$ cat src/rtl/core/sty_pkg.sv
`timescale 1ns / 1ps
// ----------------------------------------------------------------------------
// sty_pkg
// Shared types and defaults for the sorted year table: command codes, the
// control word broadcast to every cell and the link passed between cells.
// ----------------------------------------------------------------------------
package sty_pkg;

  localparam int DEF_TABLE_DEPTH  = 64;
  localparam int DEF_YEAR_BITS    = 16;
  localparam int DEF_PAYLOAD_BITS = 16;

  typedef enum logic [1:0] {
    CMD_INSERT = 2'd0,
    CMD_FIND   = 2'd1,
    CMD_READ   = 2'd2,
    CMD_CLEAR  = 2'd3
  } cmd_t;

  // broadcast to all cells during the execute cycle
  typedef struct packed {
    logic go;    // execute cycle, hit flags are refreshed
    logic ins;   // insert into a table that is not full
    logic find;
    logic rd;
  } cell_ctrl_t;

  // handed from a cell to its right-hand neighbour
  typedef struct packed {
    logic greater;  // valid entry with year above the key
    logic match;    // valid entry with year equal to the key
  } link_t;

endpackage

$ cat src/rtl/core/sty_cell.sv
`timescale 1ns / 1ps
// ----------------------------------------------------------------------------
// sty_cell
// One table slot. Holds a year and payload, compares against the broadcast
// key and shifts right on insert when its left neighbour is larger.
// ----------------------------------------------------------------------------
module sty_cell #(
  parameter int INDEX        = 0,
  parameter int IDX_W        = 6,
  parameter int CNT_W        = 7,
  parameter int YEAR_BITS    = sty_pkg::DEF_YEAR_BITS,
  parameter int PAYLOAD_BITS = sty_pkg::DEF_PAYLOAD_BITS
) (
  input  logic                           clk,
  input  logic                           rst,
  input  sty_pkg::cell_ctrl_t            ctrl,
  input  logic signed [YEAR_BITS-1:0]    key,
  input  logic [PAYLOAD_BITS-1:0]        tag,
  input  logic [IDX_W-1:0]               pos,
  input  logic [CNT_W-1:0]               count,
  input  sty_pkg::link_t                 link_in,
  input  logic signed [YEAR_BITS-1:0]    left_year,
  input  logic [PAYLOAD_BITS-1:0]        left_payload,
  output sty_pkg::link_t                 link_out,
  output logic signed [YEAR_BITS-1:0]    year,
  output logic [PAYLOAD_BITS-1:0]        payload,
  output logic                           hit
);

  logic valid;
  logic at_end;
  logic greater;
  logic match;

  assign valid   = CNT_W'(INDEX) < count;
  assign at_end  = CNT_W'(INDEX) == count;
  assign greater = valid && (year > key);
  assign match   = valid && (year == key);

  assign link_out.greater = greater;
  assign link_out.match   = match;

  always_ff @(posedge clk) begin
    if (ctrl.ins) begin
      if (link_in.greater) begin
        year    <= left_year;
        payload <= left_payload;
      end else if (greater || at_end) begin
        year    <= key;
        payload <= tag;
      end
    end
  end

  // sorted, so the first match is the one whose left neighbour misses
  always_ff @(posedge clk) begin
    if (rst) begin
      hit <= 1'b0;
    end else if (ctrl.go) begin
      hit <= (ctrl.find && match && !link_in.match) ||
             (ctrl.rd && valid && (pos == IDX_W'(INDEX)));
    end
  end

endmodule

$ cat src/rtl/core/sty_collect.sv
`timescale 1ns / 1ps
// ----------------------------------------------------------------------------
// sty_collect
// Gathers the single hit cell (if any) into one result: index, year and
// payload, by OR of the masked cell outputs.
// ----------------------------------------------------------------------------
module sty_collect #(
  parameter int TABLE_DEPTH  = sty_pkg::DEF_TABLE_DEPTH,
  parameter int IDX_W        = 6,
  parameter int YEAR_BITS    = sty_pkg::DEF_YEAR_BITS,
  parameter int PAYLOAD_BITS = sty_pkg::DEF_PAYLOAD_BITS
) (
  input  logic [TABLE_DEPTH-1:0]         hit_vec,
  input  logic [YEAR_BITS-1:0]           years [TABLE_DEPTH],
  input  logic [PAYLOAD_BITS-1:0]        payloads [TABLE_DEPTH],
  output logic                           any_hit,
  output logic [IDX_W-1:0]               hit_index,
  output logic [YEAR_BITS-1:0]           hit_year,
  output logic [PAYLOAD_BITS-1:0]        hit_payload
);

  always_comb begin
    hit_index   = '0;
    hit_year    = '0;
    hit_payload = '0;
    for (int i = 0; i < TABLE_DEPTH; i++) begin
      hit_index   = hit_index   | ({IDX_W{hit_vec[i]}} & IDX_W'(i));
      hit_year    = hit_year    | ({YEAR_BITS{hit_vec[i]}} & years[i]);
      hit_payload = hit_payload | ({PAYLOAD_BITS{hit_vec[i]}} & payloads[i]);
    end
  end

  assign any_hit = |hit_vec;

endmodule

$ cat src/rtl/core/sorted_year_table.sv
`timescale 1ns / 1ps
// ----------------------------------------------------------------------------
// sorted_year_table
// Table of (year, payload) entries kept in ascending signed year order.
//
// Input channel (in_valid / in_stall): one command word per item, cmd
// selects insert, find, read or clear. Output channel (out_valid /
// out_stall): exactly one result word per command.
// Each command passes the steps capture, execute in the cell row and gather
// of the hit cell into the output register. The next command is taken
// only once the gather is done, so a new word is not accepted while one
// is still in progress.
// Insert shifts every larger entry one cell right in the execute cycle;
// find and read mark at most one cell, which the gather picks up.
// A full table drops an insert and flags full_drop.
// If the receiver stalls, the result holds in the output register; one
// further command may be taken and executed, then waits in the gather
// step until the output register frees.
// Reset empties the table and clears both channels; no clearing pass.
// ----------------------------------------------------------------------------
module sorted_year_table #(
  parameter int TABLE_DEPTH  = sty_pkg::DEF_TABLE_DEPTH,
  parameter int YEAR_BITS    = sty_pkg::DEF_YEAR_BITS,
  parameter int PAYLOAD_BITS = sty_pkg::DEF_PAYLOAD_BITS,
  localparam int IDX_W       = $clog2(TABLE_DEPTH),
  localparam int CNT_W       = $clog2(TABLE_DEPTH + 1)
) (
  input  logic                           clk,
  input  logic                           rst,
  input  logic                           in_valid,
  output logic                           in_stall,
  input  logic [1:0]                     cmd,
  input  logic signed [YEAR_BITS-1:0]    year_key,
  input  logic [PAYLOAD_BITS-1:0]        payload_tag,
  input  logic [IDX_W-1:0]               position,
  output logic                           out_valid,
  input  logic                           out_stall,
  output logic                           found,
  output logic [IDX_W-1:0]               match_index,
  output logic signed [YEAR_BITS-1:0]    year_out,
  output logic [PAYLOAD_BITS-1:0]        payload_out,
  output logic [CNT_W-1:0]               entry_total,
  output logic                           full_drop
);

  typedef enum logic [2:0] {
    S_IDLE    = 3'b001,
    S_EXEC    = 3'b010,
    S_COLLECT = 3'b100
  } state_t;

  state_t state, state_next;

  logic                        in_take;
  logic                        out_free;
  logic [1:0]                  cmd_q;
  logic signed [YEAR_BITS-1:0] key_q;
  logic [PAYLOAD_BITS-1:0]     tag_q;
  logic [IDX_W-1:0]            pos_q;
  logic [CNT_W-1:0]            count;
  logic                        is_full;
  logic                        drop_q;
  sty_pkg::cell_ctrl_t         ctrl;

  sty_pkg::link_t              links [TABLE_DEPTH];
  sty_pkg::link_t              tail_link;
  logic [YEAR_BITS-1:0]        years [TABLE_DEPTH];
  logic [PAYLOAD_BITS-1:0]     payloads [TABLE_DEPTH];
  logic [TABLE_DEPTH-1:0]      hit_vec;

  logic                        any_hit;
  logic [IDX_W-1:0]            hit_index;
  logic [YEAR_BITS-1:0]        hit_year;
  logic [PAYLOAD_BITS-1:0]     hit_payload;

  assign in_stall = (state != S_IDLE);
  assign in_take  = in_valid && !in_stall;
  assign out_free = !out_valid || !out_stall;
  assign is_full  = (count == CNT_W'(TABLE_DEPTH));

  always_comb begin
    state_next = state;
    unique case (state)
      S_IDLE:    if (in_valid) state_next = S_EXEC;
      S_EXEC:    state_next = S_COLLECT;
      S_COLLECT: if (out_free) state_next = S_IDLE;
      default:   state_next = S_IDLE;
    endcase
  end

  always_ff @(posedge clk) begin
    if (rst) begin
      state <= S_IDLE;
    end else begin
      state <= state_next;
    end
  end

  always_ff @(posedge clk) begin
    if (in_take) begin
      cmd_q <= cmd;
      key_q <= year_key;
      tag_q <= payload_tag;
      pos_q <= position;
    end
  end

  always_comb begin
    ctrl.go   = (state == S_EXEC);
    ctrl.ins  = ctrl.go && (cmd_q == sty_pkg::CMD_INSERT) && !is_full;
    ctrl.find = (cmd_q == sty_pkg::CMD_FIND);
    ctrl.rd   = (cmd_q == sty_pkg::CMD_READ);
  end

  always_ff @(posedge clk) begin
    if (rst) begin
      count  <= '0;
      drop_q <= 1'b0;
    end else if (ctrl.go) begin
      drop_q <= (cmd_q == sty_pkg::CMD_INSERT) && is_full;
      if (ctrl.ins) begin
        count <= count + CNT_W'(1);
      end else if (cmd_q == sty_pkg::CMD_CLEAR) begin
        count <= '0;
      end
    end
  end

  // row of cells, each linked to its left neighbour
  for (genvar i = 0; i < TABLE_DEPTH; i++) begin : g_cell
    sty_pkg::link_t              lnk_in;
    sty_pkg::link_t              lnk_out;
    logic signed [YEAR_BITS-1:0] l_year;
    logic [PAYLOAD_BITS-1:0]     l_payload;
    logic signed [YEAR_BITS-1:0] c_year;

    if (i == 0) begin : g_head
      assign lnk_in    = '0;
      assign l_year    = key_q;
      assign l_payload = tag_q;
    end else begin : g_body
      assign lnk_in    = links[i-1];
      assign l_year    = years[i-1];
      assign l_payload = payloads[i-1];
    end

    sty_cell #(
      .INDEX        (i),
      .IDX_W        (IDX_W),
      .CNT_W        (CNT_W),
      .YEAR_BITS    (YEAR_BITS),
      .PAYLOAD_BITS (PAYLOAD_BITS)
    ) u_cell (
      .clk          (clk),
      .rst          (rst),
      .ctrl         (ctrl),
      .key          (key_q),
      .tag          (tag_q),
      .pos          (pos_q),
      .count        (count),
      .link_in      (lnk_in),
      .left_year    (l_year),
      .left_payload (l_payload),
      .link_out     (lnk_out),
      .year         (c_year),
      .payload      (payloads[i]),
      .hit          (hit_vec[i])
    );

    assign links[i] = lnk_out;
    assign years[i] = c_year;
  end

  assign tail_link = links[TABLE_DEPTH-1];

  sty_collect #(
    .TABLE_DEPTH  (TABLE_DEPTH),
    .IDX_W        (IDX_W),
    .YEAR_BITS    (YEAR_BITS),
    .PAYLOAD_BITS (PAYLOAD_BITS)
  ) u_collect (
    .hit_vec     (hit_vec),
    .years       (years),
    .payloads    (payloads),
    .any_hit     (any_hit),
    .hit_index   (hit_index),
    .hit_year    (hit_year),
    .hit_payload (hit_payload)
  );

  always_ff @(posedge clk) begin
    if (rst) begin
      out_valid <= 1'b0;
    end else if (state == S_COLLECT && out_free) begin
      out_valid <= 1'b1;
    end else if (!out_stall) begin
      out_valid <= 1'b0;
    end
  end

  always_ff @(posedge clk) begin
    if (state == S_COLLECT && out_free) begin
      found       <= any_hit;
      match_index <= hit_index;
      year_out    <= hit_year;
      payload_out <= hit_payload;
      entry_total <= count;
      full_drop   <= drop_q;
    end
  end

  // --------------------------------------------------------------------------
  // checks
  // --------------------------------------------------------------------------
  a_count_range : assert property (@(posedge clk) disable iff (rst)
    count <= CNT_W'(TABLE_DEPTH))
    else $error("entry count above table depth");

  a_single_hit : assert property (@(posedge clk) disable iff (rst)
    state == S_COLLECT |-> $onehot0(hit_vec))
    else $error("more than one cell marked");

  a_tail_shift : assert property (@(posedge clk) disable iff (rst)
    ctrl.ins |-> !tail_link.greater)
    else $error("insert would push an entry off the end");

  a_drop_full : assert property (@(posedge clk) disable iff (rst)
    out_valid && full_drop |-> entry_total == CNT_W'(TABLE_DEPTH))
    else $error("drop flagged on a table that is not full");

  a_hit_below_count : assert property (@(posedge clk) disable iff (rst)
    out_valid && found |-> CNT_W'(match_index) < entry_total)
    else $error("hit index beyond entry count");

  a_take_exec : assert property (@(posedge clk) disable iff (rst)
    in_take |=> state == S_EXEC)
    else $error("accepted word not executed");

endmodule
$ cat config.mk
export PLATFORM = sky130hd
export DESIGN_NAME = sorted_year_table
export DESIGN_NICKNAME = d
export VERILOG_FILES = /design/src/rtl/core/sty_pkg.sv /design/src/rtl/core/sty_cell.sv /design/src/rtl/core/sty_collect.sv /design/src/rtl/core/sorted_year_table.sv
export SDC_FILE = /design/constraint.sdc
export NUM_CORES = 2
export LEC_CHECK = 0
export CAP_MARGIN = 40
export CORE_MARGIN = 3
export CORE_UTILIZATION = 35
export CTS_BUF_LIST = sky130_fd_sc_hd__clkbuf_16
export CTS_CLUSTER_DIAMETER = 50
export DETAILED_ROUTE_END_ITERATION = 10
export DONT_BUFFER_PORTS = 1
export PLACE_DENSITY = 0.5
export SLEW_MARGIN = 20
export SYNTH_ARGS = -nofsm -noshare
export SYNTH_HDL_FRONTEND = slang
export SYNTH_HIERARCHICAL = 1
export SYNTH_SLANG_ARGS = --single-unit
export TNS_END_PERCENT = 30
$ cat constraint.sdc
create_clock -name clk -period 14.5 [get_ports clk]
set_clock_uncertainty 0.15 [all_clocks]
set_input_delay 2.9 -clock clk [delete_from_list [all_inputs] [get_ports clk]]
set_output_delay 2.9 -clock clk [all_outputs]
set_load 0.02 [all_outputs]
Yosys cells after proc, flatten, opt, wreduce, memory -nomap -nowiden
Index checks and enable logic that the tools add are counted.
{"block": "classes", "add_sub_neg": 1, "n_lt_le_gt_ge": 128, "n_eq_ne": 201, "mux": 259, "bitwise": 316, "reduce_logical": 718}
{"operator": "two-way mux 16 bit", "count": 252}
{"operator": "bitwise AND 16 bit", "count": 128}
{"operator": "OR 16 bit", "count": 126}
{"operator": "equality test 16 bit", "count": 64}
{"operator": "> comparator 16 bit", "count": 64}
{"operator": "logical AND 1 bit", "count": 388}
{"operator": "equality test 6 x 7 -> 1 bit, first input constant", "count": 32}
{"operator": "less-than comparator 6 x 7 -> 1 bit, first input constant", "count": 32}
{"operator": "equality test 6 bit, second input constant", "count": 32}
{"operator": "OR 6 bit", "count": 32}
{"operator": "AND reduction 2 bit", "count": 66}
{"operator": "logical OR 1 bit", "count": 129}
{"operator": "nonzero test 2 bit", "count": 64}
{"operator": "equality test 5 x 7 -> 1 bit, first input constant", "count": 16}
{"operator": "less-than comparator 5 x 7 -> 1 bit, first input constant", "count": 16}
{"operator": "equality test 6 x 5 -> 1 bit, second input constant", "count": 16}
{"operator": "OR 6 x 5 -> 6 bit", "count": 16}
{"operator": "logical NOT 1 bit", "count": 67}
{"operator": "OR reduction 64 bit", "count": 1}
{"operator": "equality test 4 x 7 -> 1 bit, first input constant", "count": 8}
{"operator": "less-than comparator 4 x 7 -> 1 bit, first input constant", "count": 8}
{"operator": "equality test 6 x 4 -> 1 bit, second input constant", "count": 8}
{"operator": "OR 6 x 4 -> 6 bit", "count": 8}
{"operator": "equality test 3 x 7 -> 1 bit, first input constant", "count": 4}
{"operator": "other kinds (28)", "count": 46}
{"block": "word_totals", "ff_bits": 2211, "in_bits": 44, "out_inout_bits": 49}

Longest topological paths before layout
{"block": "depth", "word_depth": 64, "mapped_depth": 12, "depth_no_buf": 10}

Least setup slack after synthesis
Ideal clock, no wire load.
{"block": "synth_timing", "kind": "register to register", "startpoint": "register count[5]", "endpoint": "register g_cell[63].u_cell.payload[0] (enable)", "setup_time_ns": 0.511, "arrival_time_ns": 10.523, "setup_slack_ns": 3.317, "stages_incl_launch_ff": 7, "path_buffers": 1, "cell_sequence": "dfxtp_1 > or4b_1 > nor3b_2 > buf_6 > nor2_1 > nand2_1 > o41ai_1"}
{"item": "from (decl)", "line_no": "sorted_year_table.sv:60", "rtl": "logic [CNT_W-1:0] count;"}
{"item": "from (signal assigned)", "line_no": "sorted_year_table.sv:122", "rtl": "count <= count + CNT_W'(1);"}
{"item": "to (signal assigned)", "line_no": "sty_cell.sv:47", "rtl": "payload <= left_payload;"}
{"item": "to (signal assigned)", "line_no": "sty_cell.sv:50", "rtl": "payload <= tag;"}
{"item": "to (decl)", "line_no": "sty_cell.sv:26", "rtl": "output logic [PAYLOAD_BITS-1:0] payload,"}

==> flow_metrics.env <==
export IMPL_worst_slew_pin_slew_ns=1.28
export IMPL_grt_overflow_total=0
export IMPL_grt_pass1_wl_microns=1060000
export IMPL_wl_per_cell_microns=46.0
export IMPL_cp_data_arrival_time_ns=6.80
export IMPL_power_density_nw_per_um2=117
export IMPL_hold_slack_ns=0.332
export IMPL_core_sq_um=387000
export IMPL_tritoncts="done"
export IMPL_fin_crit_ns=6.35
export IMPL_crit_top_cell="buf_4"
export IMPL_slew_limit_headroom=0.149
export IMPL_finalCritPeriodShare=0.438
export IMPL_finalSetupViolCount=0
export IMPL_cts_resized=0
export IMPL_io_buffer_count=0
export IMPL_hp_class="register to register"
export IMPL_r2r_cells=14
export IMPL_final_nets=13300
export IMPL_critPathTopFamily="buffers and inverters"
export IMPL_drcViolationCount=0
export IMPL_via_count=119000
export IMPL_status="finished clean"
export IMPL_synthCells=12200
export IMPL_setup_slack_ns=8.15
export IMPL_endpoint_kind="register"
export IMPL_grt_start_max_net_pins=85
export IMPL_r2r_start="g_cell[0].l_year[11]"
export IMPL_p_leak_nw=57.4
export IMPL_htree_levels=5
export IMPL_max_cap_violations=0
export IMPL_worstPathMaxFanout=48
export IMPL_via_per_inst=6.68
export IMPL_cp_num_buf_inv=6
export IMPL_cts_setup_buffers=0
export IMPL_initial_core_util=0.353
export IMPL_dieHeight_microns=630
export IMPL_syn2layout_area_growth_pct=15.6
export IMPL_clock_path_buffers=4
export IMPL_rows=228
export IMPL_clock_root_buffer="clkbuf_16"
export IMPL_final_cell_area_sq_um=158000
export IMPL_rsz0062_at_grt="false"
export IMPL_cts_hold_buf=0
export IMPL_insertion_delay_ns=0.99
export IMPL_hpwl_microns=623000
export IMPL_post_place_ws_ns=8.35
export IMPL_hold_viol=0
export IMPL_max_freq_mhz=158
export IMPL_maxSlewViolCount=0
export IMPL_totalWireLength_microns=821000
export IMPL_grt_pass1_vias=109000
export IMPL_die_w_microns=630
export IMPL_fillers=37200
export IMPL_drive_above_1_share=0.202
export IMPL_globalplace_congestion=1.05
export IMPL_antenna_found_initial=163
export IMPL_max_stage_delay_ns=0.73
export IMPL_grt_util_all_layers=0.397
export IMPL_cp_slowest_cell="buf_4"
export IMPL_yosysWarningCount=6
export IMPL_ant_nets=0
export IMPL_crit_path_cell_trace="buf_4, buf_4, buf_4, inv_1, ha_1, nand4_1, nor2_1, a221o_2, or4_1, a21oi_4, buf_4, o21ai_0, o31ai_4, buf_4"
export IMPL_clock_sinks=2211
export IMPL_r2r_setup_slack_ns=8.15
export IMPL_fp_dieArea_sq_um=397000
export IMPL_ir_drop_mv=0.0963
export IMPL_syn_avg_cell_area_sq_um=11.2
export IMPL_first_pass_iters=9
export IMPL_cp_required_ns=14.96
export IMPL_critical_path_class="register to register"
export IMPL_drt_iter0_drc=20600
export IMPL_fin_setup_tns_ns=0
export IMPL_critical_path_depth=14
export IMPL_crit_start="g_cell[0].l_year[11]"
export IMPL_endpoint="g_cell[59].u_cell/payload[6]"
export IMPL_numCtsBuffers=384
export IMPL_clk_pin_slew_ns=0.05
export IMPL_reg2reg_to="g_cell[59].u_cell/payload[6]"
export IMPL_synth_area_sq_um=136000
export IMPL_start_kind="register"
export IMPL_io_pin_count=93
export IMPL_post_dp_cell_area_sq_um=144000
[power by group]
group	leakage, nW	internal [mW]	switching (mW)
combinational	31.1	0.559	1.29
clock	6.47	5.88	3.72
sequential	19.9	7.05	0.0249
[flip-flops by register name, summed over array words and instances (netlist names)]
name	cells
cmd_q	2
count	7
drop_q	1
entry_total	7
found	1
full_drop	1
g_cell.l_payload	16
g_cell.l_year	16
g_cell.u_cell/hit	64
g_cell.u_cell/payload	1024
g_cell.u_cell/year	1024
match_index	6
out_valid	1
payload_out	16
pos_q	6
state	3
year_out	16
[cell type report]
type	count	area, sq um	share of cell area
diodes	110	275	0.00175
repair buffers	383	3350	0.0212
multi-input cells	8093	64300	0.408
well taps	5175	6470	0.0410
clock buffers	390	9760	0.0619
clock inverters	325	3520	0.0223
flip-flops and latches	2211	65700	0.417
inverters	1152	4330	0.0274
[routing by layer]
metal	vias to the layer above	routed length (microns)	GRT usage
met5	-	267	0.00495
met1	61100	331000	0.533
li1	47200	-	-
met3	1648	123000	0.179
met4	42	46200	0.187
met2	9172	321000	0.536
[placed cells by master (no fill, tap or decap), types with 93 or more instances in the layout]
cell / n
nand4_1: 358
nor2_1: 290
a21oi_1: 285
clkbuf_16: 390
nand3_1: 129
ha_1: 1026
or4_1: 104
nor2b_1: 107
mux2_1: 93
diode_2: 110
a22o_1: 513
nor3_1: 100
nand2_1: 1194
a221oi_1: 498
o21ai_0: 1053
edfxtp_1: 2135
mux2_2: 995
buf_4: 326
inv_1: 1187
[stage by stage]
| step | total power [mW] | utilization | cells |
|---|---|---|---|
| after detailed placement | 8.94 | 0.372 | 17000 |
| final | 18.5 | 0.408 | 17800 |
| after floorplan | 8.15 | - | 12200 |
| after CTS | 18.5 | 0.407 | 17700 |
| after global placement | 8.90 | 0.370 | 17000 |
| after global routing | 18.9 | 0.407 | 17800 |
[worst min path at each step]
stage,startpoint,to,slack (ns),depth (start not counted)
after global placement,g_cell[42].u_cell/hit,g_cell[42].u_cell/hit,0.31,2
after detailed placement,g_cell[42].u_cell/hit,g_cell[42].u_cell/hit,0.33,2
after floorplan,drop_q,full_drop,0.26,0
after global routing,g_cell[42].u_cell/hit,g_cell[42].u_cell/hit,0.35,2
final,g_cell[42].u_cell/hit,g_cell[42].u_cell/hit,0.33,2
after CTS,g_cell[42].u_cell/hit,g_cell[42].u_cell/hit,0.33,2
[worst reg2reg max path, stage by stage, from the launching register on]
cell and delay [ns]:
edfxtp_1 0.31, buf_4 0.48, buf_4 0.74, buf_4 0.69
inv_1 0.18, ha_1 0.37, nand4_1 0.19, nor2_1 0.06
a221o_2 0.39, or4_1 0.57, a21oi_4 0.17, buf_4 0.58
o21ai_0 0.32, o31ai_4 0.21, buf_4 0.52
(Power assumes the default switching activity.)
